===== src/rtl/dsp_pkg.sv =====
// Shared types and constants for the shortest-path block.
package dsp_pkg;

    localparam int NODE_W = 5;
    localparam int DIST_W = 21;
    localparam logic [DIST_W-1:0] DIST_SAT = 21'd2097151;

    typedef enum logic [1:0]
    {
        MODE_SET   = 2'd0,
        MODE_SOLVE = 2'd1,
        MODE_CLEAR = 2'd2,
        MODE_NONE  = 2'd3
    } mode_t;

    typedef struct packed
    {
        logic init;
        logic shift;
    } cell_ctrl_t;

endpackage


===== src/rtl/dsp_cell.sv =====
// One node cell of the rotating ring: distance estimate, reached and open marks.
module dsp_cell
    import dsp_pkg::*;
#(
    parameter int DW = 21
)
(
    input  logic          clk,
    input  logic          rst_n,
    input  cell_ctrl_t    ctrl,
    input  logic          init_reached,
    input  logic [DW-1:0] in_dist,
    input  logic          in_reached,
    input  logic          in_open,
    output logic [DW-1:0] est,
    output logic          reached,
    output logic          open
);

    logic [DW-1:0] dist_reg;
    logic          reached_reg;
    logic          open_reg;

    always_ff @(posedge clk or negedge rst_n)
    begin
        if (!rst_n)
        begin
            reached_reg <= 1'b0;
            open_reg    <= 1'b0;
        end
        else if (ctrl.init)
        begin
            reached_reg <= init_reached;
            open_reg    <= 1'b1;
        end
        else if (ctrl.shift)
        begin
            reached_reg <= in_reached;
            open_reg    <= in_open;
        end
    end

    always_ff @(posedge clk)
    begin
        if (ctrl.init)
            dist_reg <= '0;
        else if (ctrl.shift)
            dist_reg <= in_dist;
    end

    assign est     = dist_reg;
    assign reached = reached_reg;
    assign open    = open_reg;

endmodule


===== config.mk =====
export PLATFORM = sky130hd
export DESIGN_NAME = dsp_cell
export DESIGN_NICKNAME = d
export VERILOG_FILES = /design/src/rtl/dsp_pkg.sv /design/src/rtl/dsp_cell.sv
export SDC_FILE = /design/constraint.sdc
export NUM_CORES = 1
export LEC_CHECK = 0
export ABC_AREA = 1
export BUFFER_PORTS_ARGS = -buffer_cell sky130_fd_sc_hd__buf_2
export CORE_MARGIN = 1
export CORE_UTILIZATION = 44
export DETAILED_ROUTE_END_ITERATION = 8
export GPL_ROUTABILITY_DRIVEN = 0
export PLACE_DENSITY_LB_ADDON = 0.1
export SLEW_MARGIN = 40
export SYNTH_ARGS = -nofsm -noshare
export SYNTH_HDL_FRONTEND = slang
export SYNTH_SLANG_ARGS = --single-unit

===== constraint.sdc =====
create_clock -name clk -period 2.1 [get_ports clk]
set_clock_uncertainty 0.2 [all_clocks]
set_input_delay 0.42 -clock clk [delete_from_list [all_inputs] [get_ports clk]]
set_output_delay 0.42 -clock clk [all_outputs]
set_load 0.01 [all_outputs]

==> results of run 1 <==
## stage by stage
step | worst slack [ps] | instance area, um^2 | std cells
2_1_floorplan | 1040 | 826 | 105
5_1_grt | 597 | 1100 | 179
3_3_place_gp | 444 | 1060 | 174
6_report | 644 | 1100 | 179
3_5_place_dp | 424 | 1060 | 174
4_1_cts | 630 | 1100 | 179
## area by class of cell
type / instances / area [um^2]
Multi-Input combinational cell: 73 / 302
Inverter: 3 / 11.3
Timing Repair Buffer: 51 / 260
Sequential cell: 23 / 470
Clock buffer: 4 / 26.3
Fill cell: 184 / 644
Tap cell: 25 / 31.3
## cell families (layout without fill, tap and decap cells)
| logic type | after synthesis | after routing | share of synthesized area |
|---|---|---|---|
| buf+inv | 9 | 58 | 0.0651 |
| simple gates | 51 | 51 | 0.232 |
| compound gates | 22 | 22 | 0.133 |
| flops | 23 | 23 | 0.570 |
## synth_stat cells
cell      instances
a21oi_1           2
buf_4             3
clkbuf_2          1
clkbuf_4          2
dfrtp_1           2
dfxtp_1          21
inv_1             3
nand2_1          10
nor2_1           41
o21ai_0          20
## path summary, 6_finish.rpt
| kind | cells past startpoint | slack (ps) | to |
|---|---|---|---|
| worst min register to register | 2 | 270 | est[16] |
| max in group asynchronous | 2 | 1400 | open |
| worst max register to register | 2 | 1270 | est[18] |
| min in group asynchronous | 2 | 210 | reached |
| worst max-delay path | 1 | 640 | reached |
| worst min-delay path | 2 | 120 | est[16] |
## routing by layer
| metal | vias to the layer above | part of all wire | wire (um) |
|---|---|---|---|
| met5 | - | 0 | 0 |
| met4 | 0 | 0.0080 | 14 |
| met3 | 2 | 0.068 | 118 |
| met2 | 28 | 0.44 | 772 |
| met1 | 353 | 0.48 | 835 |
| li1 | 427 | - | - |
## layout by cell type, fill, tap and decap left out
cell	Yosys	layout
dfrtp_1	2	2
dfxtp_1	21	21
inv_1	3	3
nand2_1	10	10
o21ai_0	20	20
clkbuf_4	2	3
a21oi_1	2	2
clkbuf_1	0	1
dlygate4sd3_1	0	1
nor2_1	41	41
buf_2	0	50
## where the power goes
group / internal, W / leakage [nW] / total, W / switching (W)
Clock: 0.0000740 / 0.0150 / 0.000198 / 0.000124
Sequential: 0.000468 / 0.197 / 0.000481 / 0.0000133
Combinational: 0.0000564 / 0.374 / 0.000125 / 0.0000689
Total: 0.000598 / 0.586 / 0.000804 / 0.000206
## repair_timing
item,4_1_cts,5_1_grt
endpoints found under the hold margin,2,0
endpoints found under the setup margin,0,0
hold buffers,1,0
==> results.json, run 1 <==
{
  "yosys_warnings": 0,
  "clock_latency_ps": 300,
  "vias": 810,
  "cp_num_buf_inv": 1,
  "rsz0062_at_grt": "false",
  "grt-busiest-layer": "met2",
  "p_leak_nw": 0.586,
  "vias_per_cell": 4.53,
  "ys_ff_latch": 23,
  "h-tree-depth": 1,
  "cts_resized": 0,
  "power_density_mw_per_mm2": 731,
  "max_stage_delay_ps": 400,
  "cts-root-buf": "clkbuf_4",
  "status": "finished, final reports clean",
  "fin_crit_ps": 1460,
  "ys_seq_area_frac": 0.570,
  "startpoint": "reached",
  "synth_top_cell_area_share": 0.509,
  "syn-num-nets": 133,
  "dr.pass1.iters": 5,
  "wl_um": 1740,
  "nets": 183,
  "grt_pass1_vias": 654,
  "r2r-start": "est[18]",
  "post-route-util": 0.631,
  "path_cells": "buf_2",
  "timing.hold.ws_ps": 119,
  "ant_nets": 0,
  "synthCells": 105,
  "drt-initial-drc-count": 10,
  "ys_top_cells_by_area": "dfxtp_1, nor2_1, o21ai_0",
  "syn_avg_cell_area_um2": 7.86,
  "arrival_ps": 840,
  "grt_use_total": 0.182,
  "numCtsBuffers": 3,
  "drc_errors": 0,
  "synth.distinct_cells": 10,
  "cts_tree": "done",
  "cts_buffer_depth": 2,
  "slowest_stage": "dfrtp_1",
  "cts_setup_buffers": 0,
  "syn_to_final_growth_pct": 33.3,
  "die-area_mm2": 0.00205,
  "finalCritPeriodShare": 0.693,
  "rows": 15,
  "worstSetupPathType": "reg2out",
  "grt_use_met2": 0.258,
  "overflow": 0,
  "synth_area_leader_cell": "dfxtp_1",
  "crit_fanout": 2,
  "power_w": 0.000804,
  "antenna_cells": 0,
  "port-buffer-count": 50,
  "fmax_mhz": 687,
  "drive_gt1_frac": 0.344,
  "start_util": 0.473,
  "ios": 51,
  "grt_antenna_before_repair": 0,
  "use_met1": 0.242,
  "peakVddDrop_v": 0.000465,
  "dp_hpwl_um": 1230,
  "hp-class": "in2reg",
  "syn-cell-area_um2": 826,
  "slew_violations": 0,
  "die_h_um": 45.3,
  "crit_path_start_kind": "register",
  "cts.sinks": 23,
  "hold_start": "ctrl[1]",
  "tightest_slew_ps": 614,
  "finalSetupViolCount": 0,
  "clkTransAtPathRegs_ps": 120,
  "finalSetupTns_ps": 0,
  "grtUsageMet3": 0.0560,
  "largest_register_ff_count": 21,
  "grt_pass1_wl_um": 2640,
  "slew_headroom": 0.591,
  "grt_max_degree": 25,
  "crit_required_ps": 1480,
  "core-area_mm2": 0.00175,
  "cp_top_family": "flip-flops",
  "wl_per_cell_um": 9.73,
  "end_kind": "output pin",
  "fp.dieW_um": 45.3,
  "hold_viol": 0,
  "drv_cap": 0
}
Power figures use the tool's default switching activity.
==> run 2, diff against run 1 <==
CORE_UTILIZATION = 37   (was 44)
clock period = 1.2 ns   (was 2.1 ns; I/O delays follow)
==> run 2 against run 1 <==
The flow now finishes with violations (negative setup slack). Critical endpoint is now open. Critical path depth stayed put. Die area up 18%. Largest power group unchanged. Count of clock-buffer cells in the layout stayed put. Utilization rose by 14 points. Cell area up 41%.
==> results.json, run 2 (synthesis gave the netlist of run 1 again) <==
{
  "dr.pass1.iters": 3,
  "drv_cap": 0,
  "h-tree-depth": 1,
  "rrSetupSlack_ps": 230,
  "syn_to_final_growth_pct": 87.9,
  "p_sw_w": 0.000389,
  "fillers": 140,
  "die-area_mm2": 0.00242,
  "layout_setup_ws_ps": -77.6,
  "rsz0062_at_grt": "true",
  "start_util": 0.408,
  "crit_required_ps": 760,
  "fp.dieW_um": 49.2,
  "peakVddDrop_v": 0.000767,
  "end_kind": "output pin",
  "nets": 214,
  "grt_pass1_wl_um": 3760,
  "pwr-share-seq": 0.552,
  "drt-initial-drc-count": 5,
  "crit_fanout": 2,
  "power_density_mw_per_mm2": 1010,
  "p_leak_nw": 0.754,
  "slew_violations": 0,
  "largest_register_ff_count": 21,
  "ant_nets": 0,
  "r2r-start": "est[6]",
  "wl_per_cell_um": 11.0,
  "core-area_mm2": 0.00202,
  "numCtsBuffers": 3,
  "max_stage_delay_ps": 400,
  "p_int_w": 0.00118,
  "stdcell_count": 212,
  "grt_antenna_before_repair": 0,
  "hp-class": "in2async",
  "status": "finished with violations",
  "arrival_ps": 840,
  "clkTransAtPathRegs_ps": 120,
  "die_h_um": 49.2,
  "fmax_mhz": 783,
  "grt_max_degree": 14,
  "slew_headroom": 0.888,
  "violations": "negative setup slack",
  "fin_crit_ps": 1280,
  "grt_pass1_vias": 825,
  "cts_buffer_depth": 2,
  "wl_um": 2330,
  "finalCritPeriodShare": 1.06,
  "vias": 919,
  "final_common_cell": "nor2_1",
  "worstSetupPathType": "reg2out",
  "port-buffer-count": 50,
  "drc_errors": 0,
  "post-route-util": 0.767,
  "cts_tree": "done",
  "final_cell_mix": "nor2_1, buf_2, dlygate4sd3_1",
  "overflow": 0,
  "rr_worst_depth": 3,
  "slowest_stage": "dfrtp_1",
  "hold_viol": 0,
  "finalSetupViolCount": 2,
  "cp_num_buf_inv": 1,
  "power.share.clock": 0.219,
  "rows": 16,
  "cts-root-buf": "clkbuf_4",
  "crit_path_start_kind": "register",
  "timing.hold.ws_ps": 27.5,
  "tightest_slew_ps": 166,
  "cts.sinks": 23,
  "antenna_cells": 0,
  "rr_endpoint": "est[6]",
  "drive_gt1_frac": 0.443,
  "clock_latency_ps": 300,
  "grt_use_total": 0.202,
  "place_inst": 182,
  "combPwrFrac": 0.228,
  "dp_hpwl_um": 1320,
  "ios": 51,
  "path_cells": "buf_2",
  "vias_per_cell": 4.33,
  "netSwitchingFraction": 0.249,
  "cp_top_family": "flip-flops"
}
[run 2: changes by cell type in the layout (fill, tap and decap cells not counted), sizes merged]
cell and delta:
buf +8, dlygate4sd3 +23
[run 2: layer usage]
layer,global-route usage,part of all wire
met1,0.222,0.43
met2,0.388,0.52
met3,0.0312,0.042
met4,0.0588,0.0052
met5,0,0
[run 2: per-stage QoR]
| stage | cell area (um^2) | setup slack (ps) | setup TNS (ps) | total power (W) |
|---|---|---|---|---|
| finish | 1550 | -77.6 | -149 | 0.00156 |
| global route | 1550 | -118 | -843 | 0.00166 |
| CTS | 1540 | -86.1 | -188 | 0.00156 |
| detailed placement | 1110 | 112 | 0 | 0.00109 |
| global placement | 1110 | 122 | 0 | 0.00109 |
| floorplan | 826 | 320 | 0 | 0.000974 |
[run 2: area by class of cell]
type                            instances  area [um^2]  share of cell area
Sequential cell                        23          497               0.320
Inverter                                3         11.3             0.00726
Tap cell                               27         33.8              0.0218
Timing Repair Buffer                   82          682               0.440
Clock buffer                            4         26.3              0.0169
Multi-Input combinational cell         73          302               0.194
[run 2: power groups by stage]
stage / Sequential [W] / Clock (W) / Combinational, W
finish: 0.000864 / 0.000343 / 0.000358
floorplan: 0.000885 / 0 / 0.0000892
global placement: 0.000858 / 0 / 0.000231
global route: 0.000869 / 0.000398 / 0.000391
CTS: 0.000862 / 0.000356 / 0.000347
detailed placement: 0.000859 / 0 / 0.000235
[run 2: timing repair]
item | in CTS | in global routing
setup buffers | 0 | 2
endpoints found under the hold margin | 24 | 0
resized for setup | 42 | 0
endpoints found under the setup margin | 23 | 23
pin swaps | 0 | 0
hold buffers | 24 | 0
[run 2: how the worst max path moves through the flow]
stage,to,startpoint,depth (start not counted)
final,open,open,1
after global routing,open,open,1
after CTS,open,open,1
after detailed placement,est[0],ctrl[0],4
after global placement,est[1],ctrl[0],4
after floorplan,est[0],ctrl[0],3
